==> config.mk <==
export PLATFORM = sky130hd
export DESIGN_NAME = timed_repeat_publish_queue
export DESIGN_NICKNAME = d
export VERILOG_FILES = /design/src/rtl/core/trpq_pkg.sv /design/src/rtl/core/timed_repeat_publish_queue.sv
export VERILOG_INCLUDE_DIRS = /design/src /design/src/rtl/core
export SDC_FILE = /design/constraint.sdc
export NUM_CORES = 2
export LEC_CHECK = 0
export BUFFER_PORTS_ARGS = -buffer_cell sky130_fd_sc_hd__buf_4
export CELL_PAD_IN_SITES_DETAIL_PLACEMENT = 0
export CELL_PAD_IN_SITES_GLOBAL_PLACEMENT = 1
export CORE_MARGIN = 5
export CORE_UTILIZATION = 51
export CTS_CLUSTER_SIZE = 12
export DETAILED_ROUTE_END_ITERATION = 16
export PLACE_DENSITY = 0.75
export SKIP_CTS_REPAIR_TIMING = 1
export SLEW_MARGIN = 20
export SYNTH_ARGS = -nofsm -noshare
export SYNTH_HDL_FRONTEND = slang
export SYNTH_SLANG_ARGS = --single-unit
export TNS_END_PERCENT = 100
==> constraint.sdc <==
create_clock -name clk -period 25.2 [get_ports clk]
set_input_delay 1.26 -clock clk [delete_from_list [all_inputs] [get_ports clk]]
set_output_delay 1.26 -clock clk [all_outputs]
set_load 0.01 [all_outputs]
==> src/rtl/core/assert_macros.svh <==
// ----------------------------------------------------------------------------
// assert_macros.svh
// Concurrent assertion helpers shared by the RTL; empty under synthesis.
// ----------------------------------------------------------------------------
`ifndef ASSERT_MACROS_SVH
`define ASSERT_MACROS_SVH

`ifndef SYNTHESIS

// Same-cycle implication, disabled during reset
`define ASSERT_IMPLIES(label, clk, rst_n, ante, cons) \
    label: assert property (@(posedge clk) disable iff (!rst_n) (ante) |-> (cons)) \
        else $error("assertion failed");

// Next-cycle implication, disabled during reset
`define ASSERT_NEXT(label, clk, rst_n, ante, cons) \
    label: assert property (@(posedge clk) disable iff (!rst_n) (ante) |=> (cons)) \
        else $error("assertion failed");

`else

`define ASSERT_IMPLIES(label, clk, rst_n, ante, cons)
`define ASSERT_NEXT(label, clk, rst_n, ante, cons)

`endif

`endif

==> src/rtl/core/trpq_pkg.sv <==
// ----------------------------------------------------------------------------
// trpq_pkg
// Constants and types of the timed repeat publish queue.
// ----------------------------------------------------------------------------
package trpq_pkg;

    // Table geometry
    localparam int QUEUE_DEPTH = 16;
    localparam int IDX_W       = (QUEUE_DEPTH > 1) ? $clog2(QUEUE_DEPTH) : 1;
    localparam int CNT_W       = IDX_W + 1;

    // Configuration port
    localparam int ADDR_W = 3;
    localparam int DATA_W = 32;
    localparam int REG_W  = 1;
    localparam logic [REG_W-1:0] REG_REPEAT_COUNT    = 1'd0;
    localparam logic [REG_W-1:0] REG_REPEAT_INTERVAL = 1'd1;
    localparam logic [3:0]  REPEAT_COUNT_RST    = 4'd2;
    localparam logic [15:0] REPEAT_INTERVAL_RST = 16'd20;

    // Request and result codes
    localparam logic REQ_TICK     = 1'b0;
    localparam logic REQ_PUBLISH  = 1'b1;
    localparam logic KIND_STATUS  = 1'b0;
    localparam logic KIND_MESSAGE = 1'b1;
    localparam logic STATUS_OK    = 1'b0;
    localparam logic STATUS_DROP  = 1'b1;

    // One scheduled table entry
    typedef struct packed {
        logic [31:0] due;
        logic [1:0]  op;
        logic [15:0] id;
        logic        onoff;
        logic [7:0]  tid;
        logic [15:0] transition;
        logic [15:0] delay;
        logic [3:0]  copy;
    } slot_t;

endpackage

==> src/rtl/core/timed_repeat_publish_queue.sv <==
// ----------------------------------------------------------------------------
// timed_repeat_publish_queue
// Table of scheduled messages held in a synchronous memory with a registered read.
// ----------------------------------------------------------------------------
// Publish: one table write per copy, status result strobed in the cycle after the
//   last write; busy holds off new requests until the status is strobed.
// Tick: one memory read per slot over all 16 slots; each due entry is held until
//   the next due one is found, the last one after the scan ends.
// Reset clears valid bits, transaction id and control and configuration registers;
// memory and payload registers are not cleared. Results are strobed for one cycle; the receiver cannot stall.
`include "assert_macros.svh"

module timed_repeat_publish_queue
(
    input  logic                               clk,
    input  logic                               rst_n,
    // command channel
    input  logic                               start,
    output logic                               busy,
    input  logic                               req_type,
    input  logic [31:0]                        now_ms,
    input  logic [1:0]                         msg_op,
    input  logic [15:0]                        target_id,
    input  logic                               onoff,
    input  logic [15:0]                        transition_ms,
    input  logic [15:0]                        delay_ms,
    // result channel
    output logic                               result_valid,
    output logic                               result_kind,
    output logic                               status,
    output logic [1:0]                         out_op,
    output logic [15:0]                        out_id,
    output logic                               out_onoff,
    output logic [7:0]                         out_tid,
    output logic [15:0]                        out_transition,
    output logic [15:0]                        out_delay,
    output logic [3:0]                         copy_index,
    output logic                               last,
    // configuration port
    input  logic                               psel,
    input  logic                               penable,
    input  logic                               pwrite,
    input  logic [trpq_pkg::ADDR_W-1:0]        paddr,
    input  logic [trpq_pkg::DATA_W-1:0]        pwdata,
    output logic [trpq_pkg::DATA_W-1:0]        prdata,
    output logic                               pready
);

    typedef enum logic [3:0] {
        S_IDLE  = 4'b0001,
        S_PUB   = 4'b0010,
        S_SCAN  = 4'b0100,
        S_FLUSH = 4'b1000
    } state_t;

    localparam logic [trpq_pkg::IDX_W-1:0] IDX_MAX  = trpq_pkg::IDX_W'(trpq_pkg::QUEUE_DEPTH - 1);
    localparam logic [trpq_pkg::CNT_W-1:0] SCAN_END = trpq_pkg::CNT_W'(trpq_pkg::QUEUE_DEPTH);

    // control registers
    state_t                              state_reg, state_next;
    logic [3:0]                          repeat_count_reg;
    logic [15:0]                         repeat_interval_reg;
    logic [7:0]                          tid_reg, tid_next;
    logic [trpq_pkg::QUEUE_DEPTH-1:0]    valid_reg, valid_next;
    logic [trpq_pkg::CNT_W-1:0]          scan_reg, scan_next;
    logic                                chk_vld_reg, chk_vld_next;
    logic [trpq_pkg::IDX_W-1:0]          chk_idx_reg, chk_idx_next;
    logic                                pend_vld_reg, pend_vld_next;
    logic                                res_vld_reg, res_vld_next;

    // payload registers
    trpq_pkg::slot_t                     req_reg, req_next;
    logic [3:0]                          copy_reg, copy_next;
    trpq_pkg::slot_t                     pend_reg, pend_next;
    trpq_pkg::slot_t                     res_slot_reg, res_slot_next;
    logic                                res_kind_reg, res_kind_next;
    logic                                res_status_reg, res_status_next;
    logic                                res_last_reg, res_last_next;

    // slot memory
    trpq_pkg::slot_t                     mem [trpq_pkg::QUEUE_DEPTH];
    trpq_pkg::slot_t                     rd_data_reg;
    logic                                mem_we;
    logic [trpq_pkg::IDX_W-1:0]          mem_waddr;
    trpq_pkg::slot_t                     mem_wdata;
    logic                                mem_re;
    logic [trpq_pkg::IDX_W-1:0]          mem_raddr;

    logic                                free_found;
    logic [trpq_pkg::IDX_W-1:0]          free_idx;
    logic                                hit;
    logic                                cfg_write;
    logic [trpq_pkg::REG_W-1:0]          cfg_sel;

    // Configuration access
    assign pready    = 1'b1;
    assign cfg_write = psel && penable && pwrite && pready;
    assign cfg_sel   = paddr[trpq_pkg::ADDR_W-1:2];

    always_ff @(posedge clk or negedge rst_n)
    begin
        if (!rst_n)
        begin
            repeat_count_reg    <= trpq_pkg::REPEAT_COUNT_RST;
            repeat_interval_reg <= trpq_pkg::REPEAT_INTERVAL_RST;
        end
        else if (cfg_write)
        begin
            case (cfg_sel)
                trpq_pkg::REG_REPEAT_COUNT:    repeat_count_reg    <= pwdata[3:0];
                trpq_pkg::REG_REPEAT_INTERVAL: repeat_interval_reg <= pwdata[15:0];
                default: ;
            endcase
        end
    end

    always_comb
    begin
        case (cfg_sel)
            trpq_pkg::REG_REPEAT_COUNT:
                prdata = {(trpq_pkg::DATA_W - 4)'(0), repeat_count_reg};
            trpq_pkg::REG_REPEAT_INTERVAL:
                prdata = {(trpq_pkg::DATA_W - 16)'(0), repeat_interval_reg};
            default:
                prdata = '0;
        endcase
    end

    // Find the lowest free slot
    always_comb
    begin
        free_found = 1'b0;
        free_idx   = '0;
        for (int i = trpq_pkg::QUEUE_DEPTH - 1; i >= 0; i--)
        begin
            if (!valid_reg[i])
            begin
                free_found = 1'b1;
                free_idx   = trpq_pkg::IDX_W'(i);
            end
        end
    end

    // Due check on the entry read in the previous cycle
    assign hit = chk_vld_reg && valid_reg[chk_idx_reg] && (req_reg.due >= rd_data_reg.due);

    // Sequencer
    always_comb
    begin
        state_next      = state_reg;
        tid_next        = tid_reg;
        valid_next      = valid_reg;
        scan_next       = scan_reg;
        chk_vld_next    = 1'b0;
        chk_idx_next    = chk_idx_reg;
        pend_vld_next   = pend_vld_reg;
        res_vld_next    = 1'b0;
        req_next        = req_reg;
        copy_next       = copy_reg;
        pend_next       = pend_reg;
        res_slot_next   = res_slot_reg;
        res_kind_next   = res_kind_reg;
        res_status_next = res_status_reg;
        res_last_next   = res_last_reg;
        mem_we          = 1'b0;
        mem_waddr       = free_idx;
        mem_wdata       = req_reg;
        mem_re          = 1'b0;
        mem_raddr       = scan_reg[trpq_pkg::IDX_W-1:0];

        case (state_reg)
            S_IDLE:
            begin
                if (start)
                begin
                    // capture the request; due holds the running time
                    req_next.due        = now_ms;
                    req_next.op         = msg_op;
                    req_next.id         = target_id;
                    req_next.onoff      = onoff;
                    req_next.tid        = tid_reg + 8'd1;
                    req_next.transition = transition_ms;
                    req_next.delay      = delay_ms;
                    req_next.copy       = 4'd0;
                    if (req_type == trpq_pkg::REQ_PUBLISH)
                    begin
                        tid_next   = tid_reg + 8'd1;
                        copy_next  = 4'd0;
                        state_next = S_PUB;
                    end
                    else
                    begin
                        scan_next     = '0;
                        pend_vld_next = 1'b0;
                        state_next    = S_SCAN;
                    end
                end
            end

            S_PUB:
            begin
                res_kind_next      = trpq_pkg::KIND_STATUS;
                res_slot_next      = '0;
                res_slot_next.tid  = tid_reg;
                res_last_next      = 1'b1;
                if (free_found)
                begin
                    // place one copy in the lowest free slot
                    mem_we                = 1'b1;
                    mem_wdata.copy        = copy_reg;
                    valid_next[free_idx]  = 1'b1;
                    if (copy_reg == repeat_count_reg)
                    begin
                        res_vld_next    = 1'b1;
                        res_status_next = trpq_pkg::STATUS_OK;
                        state_next      = S_IDLE;
                    end
                    else
                    begin
                        copy_next    = copy_reg + 4'd1;
                        req_next.due = req_reg.due + {16'd0, repeat_interval_reg};
                    end
                end
                else
                begin
                    // table full: drop the remaining copies
                    res_vld_next    = 1'b1;
                    res_status_next = trpq_pkg::STATUS_DROP;
                    state_next      = S_IDLE;
                end
            end

            S_SCAN:
            begin
                // issue the next slot read
                if (scan_reg < SCAN_END)
                begin
                    mem_re       = 1'b1;
                    chk_vld_next = 1'b1;
                    chk_idx_next = scan_reg[trpq_pkg::IDX_W-1:0];
                    scan_next    = scan_reg + trpq_pkg::CNT_W'(1);
                end
                // free a due entry, release the one held before it
                if (hit)
                begin
                    valid_next[chk_idx_reg] = 1'b0;
                    if (pend_vld_reg)
                    begin
                        res_vld_next    = 1'b1;
                        res_kind_next   = trpq_pkg::KIND_MESSAGE;
                        res_status_next = trpq_pkg::STATUS_OK;
                        res_slot_next   = pend_reg;
                        res_last_next   = 1'b0;
                    end
                    pend_next     = rd_data_reg;
                    pend_vld_next = 1'b1;
                end
                if (chk_vld_reg && (chk_idx_reg == IDX_MAX))
                begin
                    state_next = S_FLUSH;
                end
            end

            S_FLUSH:
            begin
                // release the final due entry flagged as last
                if (pend_vld_reg)
                begin
                    res_vld_next    = 1'b1;
                    res_kind_next   = trpq_pkg::KIND_MESSAGE;
                    res_status_next = trpq_pkg::STATUS_OK;
                    res_slot_next   = pend_reg;
                    res_last_next   = 1'b1;
                end
                pend_vld_next = 1'b0;
                state_next    = S_IDLE;
            end

            default:
            begin
                state_next = S_IDLE;
            end
        endcase
    end

    // Control state
    always_ff @(posedge clk or negedge rst_n)
    begin
        if (!rst_n)
        begin
            state_reg    <= S_IDLE;
            tid_reg      <= '0;
            valid_reg    <= '0;
            scan_reg     <= '0;
            chk_vld_reg  <= 1'b0;
            chk_idx_reg  <= '0;
            pend_vld_reg <= 1'b0;
            res_vld_reg  <= 1'b0;
        end
        else
        begin
            state_reg    <= state_next;
            tid_reg      <= tid_next;
            valid_reg    <= valid_next;
            scan_reg     <= scan_next;
            chk_vld_reg  <= chk_vld_next;
            chk_idx_reg  <= chk_idx_next;
            pend_vld_reg <= pend_vld_next;
            res_vld_reg  <= res_vld_next;
        end
    end

    // Payload state
    always_ff @(posedge clk)
    begin
        req_reg        <= req_next;
        copy_reg       <= copy_next;
        pend_reg       <= pend_next;
        res_slot_reg   <= res_slot_next;
        res_kind_reg   <= res_kind_next;
        res_status_reg <= res_status_next;
        res_last_reg   <= res_last_next;
    end

    // Slot memory: one write or one registered read per cycle
    always_ff @(posedge clk)
    begin
        if (mem_we)
        begin
            mem[mem_waddr] <= mem_wdata;
        end
        if (mem_re)
        begin
            rd_data_reg <= mem[mem_raddr];
        end
    end

    // Drive outputs
    assign busy           = (state_reg != S_IDLE);
    assign result_valid   = res_vld_reg;
    assign result_kind    = res_kind_reg;
    assign status         = res_status_reg;
    assign out_op         = res_slot_reg.op;
    assign out_id         = res_slot_reg.id;
    assign out_onoff      = res_slot_reg.onoff;
    assign out_tid        = res_slot_reg.tid;
    assign out_transition = res_slot_reg.transition;
    assign out_delay      = res_slot_reg.delay;
    assign copy_index     = res_slot_reg.copy;
    assign last           = res_last_reg;

    // Assertions
    `ASSERT_NEXT(a_full_drops, clk, rst_n, (state_reg == S_PUB) && !free_found, result_valid && (status == trpq_pkg::STATUS_DROP))
    `ASSERT_IMPLIES(a_idle_no_write, clk, rst_n, !busy, !mem_we)
    `ASSERT_NEXT(a_last_gap, clk, rst_n, result_valid && last, !result_valid)

endmodule

======== Word level (Yosys, flattened, before mapping) ========
Memories as Yosys holds them, arrays and structs flattened. A register that Yosys moved wholly into a read port is not among the register bits.
Cells that the tools add are included.
storage, ports and cells
  flip-flop bits (word level) ............. 348
  bits in latches ......................... 0
  bits in writable memories ............... 1520
  memory bits (read-only) ................. 0
  input port bits ......................... 125
  output and inout bits ................... 101
  word-level logic and storage cells ...... 190
  memories ................................ 1
operators by class
  add/subtract/negate cells ............... 4
  multipliers ............................. 0
  div/mod/pow operators ................... 0
  magnitude comparators ................... 6
  equal/unequal tests ..................... 18
  shift operators ......................... 0
  mux-type cells .......................... 93
  bitwise logic cells ..................... 4
  reductions and logical operators ........ 27
memories
  name  words  width  rd ports  clocked after Yosys merged registers in  write ports  line                              text
  mem   16     95     1         1                                        1            timed_repeat_publish_queue.sv:81  trpq_pkg::slot_t mem [trpq_pkg::QUEUE_DEPTH];
operators with widths
  cell                   count
  $mux W95               3
  $pmux W95 S3           1
  $pmux W32 S2           2
  $mux W4                26
  $mux W32               2
  $mux W1                41
  $add A32 B16 Y32       1
  $ge A32 B32 Y1         1
  $mux W16               2
  $pmux W16 S2           1
  $ne A2 B2 Y1 const B   10
  $and A16 B16 Y16       1
  $not A16 Y16           1
  $or A16 B16 Y16        1
  $reduce_and A4 Y1      4
  $mux W5                3
  $pmux W1 S3            5
  $pmux W4 S3            1
  $reduce_and A2 Y1      6
  $reduce_and A3 Y1      4
  $lt A4 B5 Y1 const B   2
  $pmux W5 S2            1
  $add A8 B1 Y8 const B  1
  $demux W1 S4           2
  19 further kinds       30

======== Logic depth before layout (Yosys ltp) ========
  word-level depth ........................ 23
  mapped depth ............................ 10
  depth with buffers taken out ............ 9

======== Worst setup path before layout ========
No wires, ideal clock.
  kind .................................... reg2reg
  from .................................... reg state_reg[3]
  to ...................................... mem mem[1][0] (netlist bit) (enable)
  library setup time ...................... 0.687 ns
  arrival ................................. 8.231 ns
  required time ........................... 24.513 ns
  path slack .............................. 16.282 ns
  stages on the path, launching flop included .. 6
  buffers on the path ..................... 2
  period minus slack after synthesis ...... 8.918 ns
  cell sequence ........................... dfrtp_1 -> nand2b_1 -> or3_1 -> clkbuf_1 -> clkbuf_1 -> nor3b_1
between the ends
  word-level cells in the longest chain between the ends .. 4
RTL lines
  what                           line                               text
  from (decl)                    timed_repeat_publish_queue.sv:60   state_t state_reg, state_next;
  from (signal assigned)         timed_repeat_publish_queue.sv:302  state_reg <= state_next;
  $eq A4 B2 Y1                   timed_repeat_publish_queue.sv:171  case (state_reg)
  $mux W1                        timed_repeat_publish_queue.sv:171
  $mux W1                        timed_repeat_publish_queue.sv:328  if (mem_we)
  $mux W1 (not written as such)  timed_repeat_publish_queue.sv:330  mem[mem_waddr] <= mem_wdata;
  to (decl)                      timed_repeat_publish_queue.sv:81
No other way between the ends.

======== Worst setup path in the final report ========
  from .................................... reg req_reg, in the netlist mem_wdata[94]
  to ...................................... reg pend_reg[54] (netlist bit) (enable)
between the ends
  word-level cells in the longest chain between the ends .. 3
RTL lines
  what                         line                               text
  from (decl)                  timed_repeat_publish_queue.sv:72   trpq_pkg::slot_t req_reg, req_next;
  from (signal assigned)       timed_repeat_publish_queue.sv:316  req_reg <= req_next;
  $ge A32 B32 Y1               timed_repeat_publish_queue.sv:145  assign hit = chk_vld_reg && valid_reg[chk_idx_reg] && (req_reg.due >= rd_data_reg.due);
  $logic_and A1 B1 Y1          timed_repeat_publish_queue.sv:145
  $reduce_and A2 Y1 (no line)  -
  to (signal assigned)         timed_repeat_publish_queue.sv:318  pend_reg <= pend_next;
  to (decl)                    timed_repeat_publish_queue.sv:74   trpq_pkg::slot_t pend_reg, pend_next;
No other way between the ends.
A chain may end at the register's enable or synchronous reset.

==> flow_summary.json <==
{
  "status": "finished clean",
  "cts_sinks": 1899,
  "synth.top_cell.area_share_pct": 75.31,
  "clk_pin_slew_ns": 0.06,
  "wirelength_um": 163500,
  "multi_input_area_mm2": 0.01582,
  "antenna_found_initial": 1,
  "cts-root-buf": "clkbuf_16",
  "largest_reg_flops": 1520,
  "finalClockSkew_ns": 0.03947,
  "htreeDepth": 4,
  "die_w_um": 389.2,
  "grt_pass1_wl_um": 240100,
  "async_flop_share_pct": 3.160,
  "wl_per_cell_um": 28.99,
  "synth_top_flop_cell": "edfxtp_1",
  "final_cells": 5640,
  "synth_common_cells": "1839 x edfxtp_1, 479 x mux4_2, 102 x nor2_1",
  "cp.required_ns": 25.64,
  "syn_area_per_cell_um2": 22.09,
  "synth_edf_count": 1839,
  "yosys-top-cells-area": "edfxtp_1 75%, mux4_2 15%, dfrtp_1 1.9%",
  "synth_fa_ha_area_share_pct": 0.8976,
  "dr.pass1.iters": 5,
  "fillers": 10250,
  "synthCells": 3319,
  "power_mw": 7.947,
  "synth-simple-area-share_pct": 2.445,
  "cts-buffers-inserted": 189,
  "diodes": 0,
  "finalCritPeriodShare_pct": 19.48,
  "synth-seq-cells": 1899,
  "path_class": "reg2reg",
  "synth_top_family_by_area": "multiplexers",
  "setup_tns_ns": 0,
  "port_buffers": 190,
  "setup.worst_path.end_class": "register",
  "nets": 3792,
  "slew_headroom_pct": 20.98,
  "finalInstanceArea_mm2": 0.08293,
  "core_area_mm2": 0.1433,
  "first_iter_violations": 3361,
  "initial_core_util_pct": 51.17,
  "tightest_slew_ns": 1.185,
  "finalHoldViolCount": 0,
  "rows": 139,
  "rsz0062_at_grt": "false",
  "grt_overflow": 0,
  "whs_ns": 0.4141,
  "powerDensity_mw_per_mm2": 95.83,
  "clk_path_buf_depth": 3,
  "seq_area_frac_synth_pct": 77.37,
  "drt-vias-per-instance": 6.091,
  "synth_cell_types": 75,
  "area_growth_pct": 13.10,
  "start_kind": "register",
  "cp.arrival_ns": 5.35,
  "max_cap_viol_count": 0,
  "num_io_pins": 226,
  "synth_area_mm2": 0.07332,
  "synth_top_area_cell": "edfxtp_1",
  "max_freq_mhz": 203.7,
  "place.gp.congestion": 0.8288,
  "yosysMostFrequentCell": "edfxtp_1",
  "yosys_warnings": 0,
  "track_usage_pct": 21.71,
  "die_h_um": 389.2,
  "p_leak_nw": 26.13,
  "peakVddDrop_mv": 0.09176,
  "muxShareOfSynthArea_pct": 15.87,
  "cts_tree": "built",
  "antenna_left": 0,
  "finalCriticalPeriod_ns": 4.910,
  "dp.cells": 5326,
  "grt_max_degree": 142,
  "grt_pass1_vias": 34980,
  "synth-xor-area-share_pct": 0.4061,
  "critPathMaxFanout": 39,
  "slew_violations": 0,
  "setup_violations": 0,
  "place_area_mm2": 0.07726,
  "dieArea_mm2": 0.1515,
  "drc": 0,
  "dp_hpwl_um": 84400,
  "synth_compound_area_share_pct": 1.676,
  "insertion_delay_ns": 0.82,
  "seq_area_mm2": 0.05675,
  "vias": 34350,
  "layout-drive-gt1-share_pct": 27.70,
  "hp-class": "reg2reg"
}
## path summary, 6_finish.rpt
check | start | to | slack (ns) | cells after the start
setup / recovery | mem_wdata[94] | pend_reg[54] | 20.29 | 8
hold / removal | rd_data_reg[42] | pend_reg[42] | 0.41 | 0
setup reg to reg | mem_wdata[94] | pend_reg[54] | 20.29 | 8
hold reg to reg | rd_data_reg[42] | pend_reg[42] | 0.41 | 0
max in group asynchronous | rst_n | scan_reg[2] | 23.88 | 1
min in group asynchronous | rst_n | repeat_interval_reg[10] | 0.57 | 1
## logic make-up (layout without fill, tap and decap cells)
family	Yosys count	after routing
buffers and inverters	227	630
flip-flops	1899	1899
AO/OA/AOI/OAI	174	174
XOR/XNOR	34	34
multiplexers	561	561
AND/OR/NAND/NOR	370	370
adder cells (fa/ha/maj)	52	52
other	2	17
## critical path: stages (launching register included)
cell	delay, ns
edfxtp_1	0.76
ha_1	0.36
a21oi_1	0.13
o21ai_0	0.15
a2111oi_0	0.63
nand3_1	0.39
o21ai_1	0.72
clkinv_2	0.71
buf_4	0.59
## stage by stage
stage          setup WS, ns  util, %
6_report              20.29    57.87
5_1_grt               20.01    57.87
4_1_cts               20.26    57.86
3_5_place_dp          20.29    53.91
3_3_place_gp          20.30    53.88
2_1_floorplan         16.28        -
## power by group
part	internal, mW	switching [mW]	leakage [nW]
clock network	1.46	1.14	2.73
logic	0.640	0.664	6.01
registers	3.80	0.248	17.4
total	5.90	2.05	26.1
## metal layers
layer | vias up | global-route usage, % | part of all wire [%]
li1 | 14420 | - | -
met1 | 18400 | 31.65 | 42
met2 | 1326 | 34.43 | 48
met3 | 210 | 4.358 | 7.6
met4 | 0 | 5.267 | 1.9
met5 | - | 0 | 0
## placed cells by master, fill, tap and decap left out, types with 17 or more instances in the layout
| cell | instances |
|---|---|
| mux2_2 | 24 |
| conb_1 | 17 |
| and3_1 | 17 |
| o21ai_0 | 32 |
| nand3_1 | 58 |
| nand2_1 | 93 |
| and2_1 | 22 |
| inv_1 | 52 |
| mux4_2 | 479 |
| xor2_1 | 20 |
| clkinv_1 | 18 |
| a21oi_1 | 31 |
| mux2i_1 | 58 |
| clkbuf_16 | 193 |
| edfxtp_1 | 1839 |
| nor2_1 | 96 |
| dfrtp_1 | 51 |
| ha_1 | 51 |
| buf_4 | 251 |
| clkbuf_1 | 68 |
## final cells by class
class / instances / share of cell area (%)
flip-flops and latches: 1899 / 68.43
repair buffers: 262 / 2.532
well taps: 1903 / 2.871
inverters: 55 / 0.2595
clock inverters: 46 / 0.5960
clock buffers: 267 / 6.231
multi-input cells: 1208 / 19.08
(Power assumes the default switching activity.)
